$ cat src/sv/cit_pkg.sv
package cit_pkg;

   // Field widths
   localparam int OP_W = 2;
   localparam int ID_W = 6;
   localparam int TIME_W = 32;
   localparam int KIND_W = 3;
   localparam int TIMEOUT_W = 16;

   // Defaults for the top-level parameters and the timeout register
   localparam int MAX_CONNS_DEF = 64;
   localparam logic [TIMEOUT_W-1:0] TIMEOUT_RESET = 16'd15;

   // Operation codes carried on req_tuser
   localparam logic [OP_W-1:0] OP_ADD = 2'd0;
   localparam logic [OP_W-1:0] OP_REMOVE = 2'd1;
   localparam logic [OP_W-1:0] OP_SWEEP = 2'd2;

   // Result kinds carried on rsp_tuser
   localparam logic [KIND_W-1:0] KIND_ADDED = 3'd0;
   localparam logic [KIND_W-1:0] KIND_REFRESHED = 3'd1;
   localparam logic [KIND_W-1:0] KIND_REMOVED = 3'd2;
   localparam logic [KIND_W-1:0] KIND_NOT_FOUND = 3'd3;
   localparam logic [KIND_W-1:0] KIND_EXPIRED = 3'd4;
   localparam logic [KIND_W-1:0] KIND_NONE = 3'd5;

   // Shared arithmetic unit control
   typedef enum logic {
      ALU_ADD = 1'b0,
      ALU_CMP = 1'b1
   } alu_mode_type;

   typedef struct packed {
      alu_mode_type mode;
   } alu_ctrl_type;

   typedef struct packed {
      logic [TIME_W-1:0] result;
      logic              ge;
   } alu_stat_type;

endpackage

$ cat src/sv/cit_ram.sv
module cit_ram #(
   parameter int WIDTH = 32,
   parameter int DEPTH = 64,
   localparam int AddrW = (DEPTH > 1) ? $clog2(DEPTH) : 1
) (
   input  logic             clock,
   input  logic             wr_en,
   input  logic [AddrW-1:0] wr_addr,
   input  logic [WIDTH-1:0] wr_data,
   input  logic [AddrW-1:0] rd_addr,
   output logic [WIDTH-1:0] rd_data
);

   logic [WIDTH-1:0] mem_ff [DEPTH];
   logic [WIDTH-1:0] rd_data_ff;

   // Write one entry, read one entry registered
   always_ff @(posedge clock) begin
      if (wr_en) begin
         mem_ff[wr_addr] <= wr_data;
      end
      rd_data_ff <= mem_ff[rd_addr];
   end

   assign rd_data = rd_data_ff;

endmodule

$ cat src/sv/cit_alu.sv
module cit_alu import cit_pkg::*; (
   input  alu_ctrl_type      ctrl,
   input  logic [TIME_W-1:0] a,
   input  logic [TIME_W-1:0] b,
   output alu_stat_type      stat
);

   logic [TIME_W:0] sum;

   // One adder: a + b for deadlines, a - b for the expiry compare
   always_comb begin
      if (ctrl.mode == ALU_CMP) begin
         sum = {1'b0, a} + {1'b0, ~b} + {{TIME_W{1'b0}}, 1'b1};
      end else begin
         sum = {1'b0, a} + {1'b0, b};
      end
      // Carry out: overflow on add, no borrow (a >= b) on compare
      stat.ge = sum[TIME_W];
      stat.result = (ctrl.mode == ALU_ADD && sum[TIME_W]) ? '1 : sum[TIME_W-1:0];
   end

endmodule

$ cat src/sv/connection_idle_timeout_table_unit.sv
// Idle timeout table for MAX_CONNS connection slots. An add or remove transfer
// on req_ is captured, then the table is updated and one result transfer is
// returned. A single shared adder/comparator walks the deadline RAM one slot
// per cycle, pausing while a held expired slot waits on an output stall,
// checking deadline <= now_time, and expired slots leave in ascending slot
// order with rsp_tlast on the final one, or a single "none expired" result.
// The block is not ready on req_ while an item is in progress. Deadlines are
// now_time + timeout_ticks, saturated at all ones. Write csr_ only while idle.
module connection_idle_timeout_table_unit import cit_pkg::*; #(
   parameter int MAX_CONNS = MAX_CONNS_DEF
) (
   input  logic                 clock,
   input  logic                 reset,
   // Timeout register
   input  logic                 csr_wr_en,
   input  logic [TIMEOUT_W-1:0] csr_wr_data,
   // Request stream
   input  logic                 req_tvalid,
   output logic                 req_tready,
   input  logic [39:0]          req_tdata,  // [5:0] conn_id, [37:6] now_time, [39:38] zero
   input  logic [OP_W-1:0]      req_tuser,  // [1:0] op
   // Result stream
   output logic                 rsp_tvalid,
   input  logic                 rsp_tready,
   output logic [7:0]           rsp_tdata,  // [5:0] slot_id, [7:6] zero
   output logic [KIND_W-1:0]    rsp_tuser,  // [2:0] kind
   output logic                 rsp_tlast
);

   localparam int SlotW = (MAX_CONNS > 1) ? $clog2(MAX_CONNS) : 1;
   localparam logic [SlotW-1:0] LastSlot = SlotW'(MAX_CONNS - 1);

   typedef enum logic [3:0] {
      ST_IDLE  = 4'b0001,
      ST_EXEC  = 4'b0010,
      ST_SWEEP = 4'b0100,
      ST_FLUSH = 4'b1000
   } state_type;

   state_type             state_ff, state_in;
   logic [TIMEOUT_W-1:0]  timeout_ff, timeout_in;
   logic [MAX_CONNS-1:0]  valid_ff, valid_in;
   logic [SlotW-1:0]      scan_ff, scan_in;
   logic                  pend_ff, pend_in;
   logic [SlotW-1:0]      pend_slot_ff, pend_slot_in;
   logic [OP_W-1:0]       op_ff, op_in;
   logic [ID_W-1:0]       id_ff, id_in;
   logic [TIME_W-1:0]     now_ff, now_in;
   logic                  rsp_valid_ff, rsp_valid_in;
   logic [KIND_W-1:0]     rsp_kind_ff, rsp_kind_in;
   logic [ID_W-1:0]       rsp_slot_ff, rsp_slot_in;
   logic                  rsp_last_ff, rsp_last_in;

   logic                  out_free;
   logic                  in_range;
   logic                  hit;
   logic                  ram_wr_en;
   logic [SlotW-1:0]      slot_idx;
   logic [TIME_W-1:0]     ram_rd_data;
   alu_ctrl_type          alu_ctrl;
   alu_stat_type          alu_stat;
   logic [TIME_W-1:0]     alu_b;

   assign out_free = !rsp_valid_ff || rsp_tready;
   assign in_range = ({1'b0, id_ff} < (ID_W + 1)'(MAX_CONNS));
   assign slot_idx = id_ff[SlotW-1:0];
   assign hit = valid_ff[scan_ff] && alu_stat.ge;

   // Shared unit: deadline sum on add, expiry compare during the walk
   assign alu_ctrl.mode = (state_ff == ST_SWEEP) ? ALU_CMP : ALU_ADD;
   assign alu_b = (state_ff == ST_SWEEP) ? ram_rd_data
                                         : {{(TIME_W - TIMEOUT_W){1'b0}}, timeout_ff};

   cit_alu u_alu (
      .ctrl (alu_ctrl),
      .a    (now_ff),
      .b    (alu_b),
      .stat (alu_stat)
   );

   // Read address runs one ahead so data lines up with scan_ff
   cit_ram #(
      .WIDTH (TIME_W),
      .DEPTH (MAX_CONNS)
   ) u_deadline_ram (
      .clock   (clock),
      .wr_en   (ram_wr_en),
      .wr_addr (slot_idx),
      .wr_data (alu_stat.result),
      .rd_addr (scan_in),
      .rd_data (ram_rd_data)
   );

   // Sequencer
   always_comb begin
      state_in = state_ff;
      timeout_in = csr_wr_en ? csr_wr_data : timeout_ff;
      valid_in = valid_ff;
      scan_in = scan_ff;
      pend_in = pend_ff;
      pend_slot_in = pend_slot_ff;
      op_in = op_ff;
      id_in = id_ff;
      now_in = now_ff;
      rsp_valid_in = rsp_valid_ff && !rsp_tready;
      rsp_kind_in = rsp_kind_ff;
      rsp_slot_in = rsp_slot_ff;
      rsp_last_in = rsp_last_ff;
      ram_wr_en = 1'b0;

      unique case (state_ff)
         ST_IDLE: begin
            scan_in = '0;
            if (req_tvalid) begin
               op_in = req_tuser;
               id_in = req_tdata[5:0];
               now_in = req_tdata[37:6];
               pend_in = 1'b0;
               state_in = (req_tuser == OP_SWEEP) ? ST_SWEEP : ST_EXEC;
            end
         end
         ST_EXEC: begin
            if (op_ff != OP_ADD && op_ff != OP_REMOVE) begin
               // Undefined op: drop silently
               state_in = ST_IDLE;
            end else if (out_free) begin
               rsp_valid_in = 1'b1;
               rsp_slot_in = id_ff;
               rsp_last_in = 1'b1;
               state_in = ST_IDLE;
               if (!in_range) begin
                  rsp_kind_in = KIND_NOT_FOUND;
               end else if (op_ff == OP_ADD) begin
                  rsp_kind_in = valid_ff[slot_idx] ? KIND_REFRESHED : KIND_ADDED;
                  valid_in[slot_idx] = 1'b1;
                  ram_wr_en = 1'b1;
               end else begin
                  rsp_kind_in = valid_ff[slot_idx] ? KIND_REMOVED : KIND_NOT_FOUND;
                  valid_in[slot_idx] = 1'b0;
               end
            end
         end
         ST_SWEEP: begin
            // Hold one expired slot back so the final one can carry last
            if (!(hit && pend_ff && !out_free)) begin
               if (hit) begin
                  valid_in[scan_ff] = 1'b0;
                  if (pend_ff) begin
                     rsp_valid_in = 1'b1;
                     rsp_kind_in = KIND_EXPIRED;
                     rsp_slot_in = ID_W'(pend_slot_ff);
                     rsp_last_in = 1'b0;
                  end
                  pend_in = 1'b1;
                  pend_slot_in = scan_ff;
               end
               if (scan_ff == LastSlot) begin
                  state_in = ST_FLUSH;
               end else begin
                  scan_in = scan_ff + 1'b1;
               end
            end
         end
         ST_FLUSH: begin
            if (out_free) begin
               rsp_valid_in = 1'b1;
               rsp_last_in = 1'b1;
               rsp_kind_in = pend_ff ? KIND_EXPIRED : KIND_NONE;
               rsp_slot_in = pend_ff ? ID_W'(pend_slot_ff) : '0;
               state_in = ST_IDLE;
            end
         end
         default: begin
            state_in = ST_IDLE;
         end
      endcase
   end

   // Control registers
   always_ff @(posedge clock) begin
      if (reset) begin
         state_ff <= ST_IDLE;
         timeout_ff <= TIMEOUT_RESET;
         valid_ff <= '0;
         scan_ff <= '0;
         pend_ff <= 1'b0;
         rsp_valid_ff <= 1'b0;
      end else begin
         state_ff <= state_in;
         timeout_ff <= timeout_in;
         valid_ff <= valid_in;
         scan_ff <= scan_in;
         pend_ff <= pend_in;
         rsp_valid_ff <= rsp_valid_in;
      end
   end

   // Payload registers
   always_ff @(posedge clock) begin
      pend_slot_ff <= pend_slot_in;
      op_ff <= op_in;
      id_ff <= id_in;
      now_ff <= now_in;
      rsp_kind_ff <= rsp_kind_in;
      rsp_slot_ff <= rsp_slot_in;
      rsp_last_ff <= rsp_last_in;
   end

   assign req_tready = (state_ff == ST_IDLE);
   assign rsp_tvalid = rsp_valid_ff;
   assign rsp_tdata = {2'b00, rsp_slot_ff};
   assign rsp_tuser = rsp_kind_ff;
   assign rsp_tlast = rsp_last_ff;

endmodule
$ cat config.mk
export PLATFORM = sky130hd
export DESIGN_NAME = connection_idle_timeout_table_unit
export DESIGN_NICKNAME = d
export VERILOG_FILES = /design/src/sv/cit_pkg.sv /design/src/sv/cit_ram.sv /design/src/sv/cit_alu.sv /design/src/sv/connection_idle_timeout_table_unit.sv
export SDC_FILE = /design/constraint.sdc
export NUM_CORES = 2
export LEC_CHECK = 0
export BUFFER_PORTS_ARGS = -buffer_cell sky130_fd_sc_hd__buf_2
export CORE_MARGIN = 1
export CORE_UTILIZATION = 45
export CTS_BUF_LIST = sky130_fd_sc_hd__clkbuf_4 sky130_fd_sc_hd__clkbuf_8
export DETAILED_ROUTE_END_ITERATION = 8
export GPL_TIMING_DRIVEN = 0
export MAX_ROUTING_LAYER = met4
export PLACE_DENSITY_LB_ADDON = 0.1
export SYNTH_ARGS = -nofsm -noshare
export SYNTH_HDL_FRONTEND = slang
export SYNTH_SLANG_ARGS = --single-unit
$ cat constraint.sdc
create_clock -name clock -period 8.9 [get_ports clock]
set_input_delay 1.335 -clock clock [delete_from_list [all_inputs] [get_ports clock]]
set_output_delay 1.335 -clock clock [all_outputs]
set_load 0.1 [all_outputs]
==> metrics.cfg <==
[run_status]
status=finished, violations left
violations=max-capacitance violations, negative setup slack

[worst_setup_path]
r2r_end=u_deadline_ram.rd_data[18]$_DFF_P_
endpoint_kind=register
rrSetupSlack_ps=-30
critPathRequiredTime_ps=9830
cp-startpoint=state_ff[3]$_SDFFE_PP0P_
worst-path-max-fanout=10
worstPathArrival_ps=9860
crit_chain=nor2_1 > and2_1 > clkbuf_2 > buf_2 > buf_2 > buf_2 > nand2_1 > nand2_1 > inv_1 > fa_1 > nor2b_1 > o211ai_1 > a31oi_1 > a21oi_1 > o21bai_1 > a21o_1 > o211a_1 > buf_2 > mux2_2 > clkbuf_1 > nand2b_1 > clkbuf_1 > o221ai_1 > o22a_2
cp_top_family=compound AO/OA/AOI/OAI gates
reg2regPathDepth=24
crit_top_cell=buf_2
cpPeakStageDelay_ps=1000
rr_startpoint=state_ff[3]$_SDFFE_PP0P_
critPathLaunchType=register
crit_type=register to register
slowest_stage=o221ai_1
cp.buffers_inverters=8

[cells_and_area]
fill_cells=16900
drive_above_1_share_pct=15.7
syn_to_final_growth_pct=15.1
fin_nets=7057
final_cells=9888

[floorplan]
io-pin-count=77
core_area_um2=201000
die_h_um=452
fp-row-count=164
die_area_um2=205000
die_x_um=452
start_util_pct=45.5

[drt]
drtIter0Drc=7731
routed_wl_mm=319
drcViolationCount=0
vias_per_cell=5.99
ant_nets=0
via_count=59200
wl_per_cell_um=32.3
drtPass1Iterations=6

[synth]
synth_top_area_share_pct=69.2
ys_async_sr_fraction_pct=0
synth_most_common_cell=edfxtp_1
ys_seq_area_share_pct=71.9
ys_ff_latch=2228
synth-warning-count=0
ys.flop_type=edfxtp_1
syn-cell-area_um2=91300
avgSynthCellArea_um2=14.4
netlist_top_cells_area=edfxtp_1 69%, mux2i_1 6.1%, nand2_1 5.2%, dfxtp_1 2.7%, mux4_2 2.5%
yosysTopAreaCell=edfxtp_1
syn_inst=6362
synth_cell_types=79
synth_common_cells=2104 x edfxtp_1, 1274 x nand2_1, 558 x mux2i_1
synth_edf_count=2104

[sta]
rsz0062_at_grt=yes
skew_ps=100
tns_ps=-43.6
final_max_slew_viol_count=0
finalWorstPathRequiredPeriod_ps=8930
hold_viol_final=0
fmax_mhz=112
fin_crit_sh_pct=100
setup_viol_count_final=2
fin_ws_ps=-30.9
worstMarginPinSlew_ps=1500
hold_slack_ps=470
relSlewSlack_pct=0.0857

[grt]
grtUsageTotal_pct=31.7
grt_pass1_vias=57000
grt_antenna_before_repair=34
grt_overflow=0
grt_pass1_wl_mm=439
grt_max_degree=65

[hold_path]
holdPathEnd=now_ff[3]$_DFFE_PP_
min-delay-start=req_tdata[9]
hold_path_class=input pin to register
holdPathStages=1

[clock_tree]
hold_buffers=0
root_buffer=clkbuf_8
htreeDepth=5
clkSinkCount=2228
cts_tree=built
clock_path_buffers=4
cts_buffers=385
clk_pin_slew_worst_paths_ps=60
clock_latency_ps=1110

[power]
p_leak_nw=38.8
power_density_nw_per_um2=225
irDropWorstVdd_mv=0.186

[placement]
io_buffers=71
routabilityCongestion=0.978
place_inst=9194
dp_hpwl_mm=221

[run]
maxCapViolations=1

[final cells by class]
class / instances / area [um^2] / area share, %
diodes: 19 / 47.5 / 0.0453
plain buffers: 381 / 1620 / 1.54
clock inverters: 122 / 666 / 0.634
clock buffers: 554 / 6640 / 6.32
flip-flops and latches: 2228 / 65700 / 62.5
inverters: 132 / 495 / 0.472
repair buffers: 176 / 2630 / 2.50
multi-input cells: 3620 / 24000 / 22.8
well taps: 2656 / 3320 / 3.16
[layer usage]
metal  part of all wire [%]  vias to the layer above  GRT usage (%)
li1                       -                    25400              -
met1                     41                    30100           42.6
met2                     45                     2962           46.4
met3                    8.6                      658           5.93
met4                    5.4                        0           15.8
met5                      0                        -              -
[logic make-up after synthesis]
logic type	Yosys count	share of synthesized area, %
buffers and inverters	515	2.30
other	1	0.00411
AND/OR/NAND/NOR	1965	9.13
AO/OA/AOI/OAI	899	6.76
flip-flops	2228	71.9
XOR/XNOR	11	0.106
adder cells (fa/ha/maj)	70	0.976
multiplexers	673	8.81
[what timing repair did]
item                                    in CTS  in global routing
buffers inserted                             1                  0
resized for setup                           31                  6
pin swaps                                    4                  1
endpoints found under the setup margin     101                 16
[state kept, by name, summed over array words and instances (netlist names), named ones only]
name / flops
rsp_tuser: 3
rsp_slot_ff: 6
rsp_tvalid: 1
id_ff: 6
op_ff: 2
scan_ff: 6
pend_slot_ff: 6
state_ff: 4
rsp_tlast: 1
timeout_ff: 16
now_ff: 32
u_deadline_ram.rd_data: 32
u_deadline_ram.mem_ff: 2048
pend_ff: 1
[report_power, final]
part	leakage, nW	switching (mW)	internal (mW)	total [mW]
clock network	3.90	4.18	4.89	9.07
registers	19.9	0.0413	12.1	12.1
logic	14.9	1.75	0.659	2.41
[how the worst max path moves through the flow]
stage / slack (ps) / cells after the start / to
3_5_place_dp: -1540 / 26 / u_deadline_ram.rd_data[16]$_DFF_P_
4_1_cts: 40 / 26 / u_deadline_ram.rd_data[16]$_DFF_P_
3_3_place_gp: -9940 / 20 / u_deadline_ram.mem_ff[0][14]$_DFFE_PP_
5_1_grt: 0.02 / 26 / u_deadline_ram.rd_data[20]$_DFF_P_
6_report: -30 / 24 / u_deadline_ram.rd_data[18]$_DFF_P_
2_1_floorplan: 1090 / 22 / u_deadline_ram.mem_ff[0][31]$_DFFE_PP_
[metrics by stage]
stage,utilization (%),cell area [um^2],setup slack [ps],total power [mW]
global placement,47.3,95000,-9940,14.5
floorplan,-,91300,1090,13.3
global route,52.3,105000,0.0249,24.2
detailed placement,48.6,97600,-1540,14.7
CTS,52.3,105000,42.2,23.6
finish,52.3,105000,-30.9,23.6
[cells in the final DEF, fill, tap and decap left out, types with 11 or more instances in the layout]
| cell | count |
|---|---|
| a21oi_1 | 151 |
| a221o_1 | 19 |
| a221oi_1 | 133 |
| a22oi_1 | 99 |
| a31oi_1 | 73 |
| and3_1 | 17 |
| buf_1 | 31 |
| buf_12 | 49 |
| buf_16 | 39 |
| buf_2 | 160 |
| clkbuf_1 | 238 |
| clkbuf_4 | 157 |
| clkbuf_8 | 397 |
| clkinv_1 | 80 |
| clkinv_2 | 28 |
| dfxtp_1 | 124 |
| diode_2 | 19 |
| edfxtp_1 | 2104 |
| ha_1 | 68 |
| inv_1 | 66 |
| inv_2 | 66 |
| mux2i_1 | 556 |
| mux4_2 | 101 |
| nand2_1 | 1267 |
| nand2b_1 | 18 |
| nand3_1 | 366 |
| nand4_1 | 68 |
| nor2_1 | 120 |
| nor2b_1 | 25 |
| nor3_1 | 21 |
| o211ai_1 | 41 |
| o21ai_0 | 139 |
| o21ai_1 | 32 |
| o21ai_4 | 21 |
| o21bai_1 | 15 |
| o221ai_1 | 34 |
| o22a_1 | 29 |
| o22ai_1 | 18 |
| or3_1 | 11 |
No activity file was read; power rests on OpenSTA's default activity.
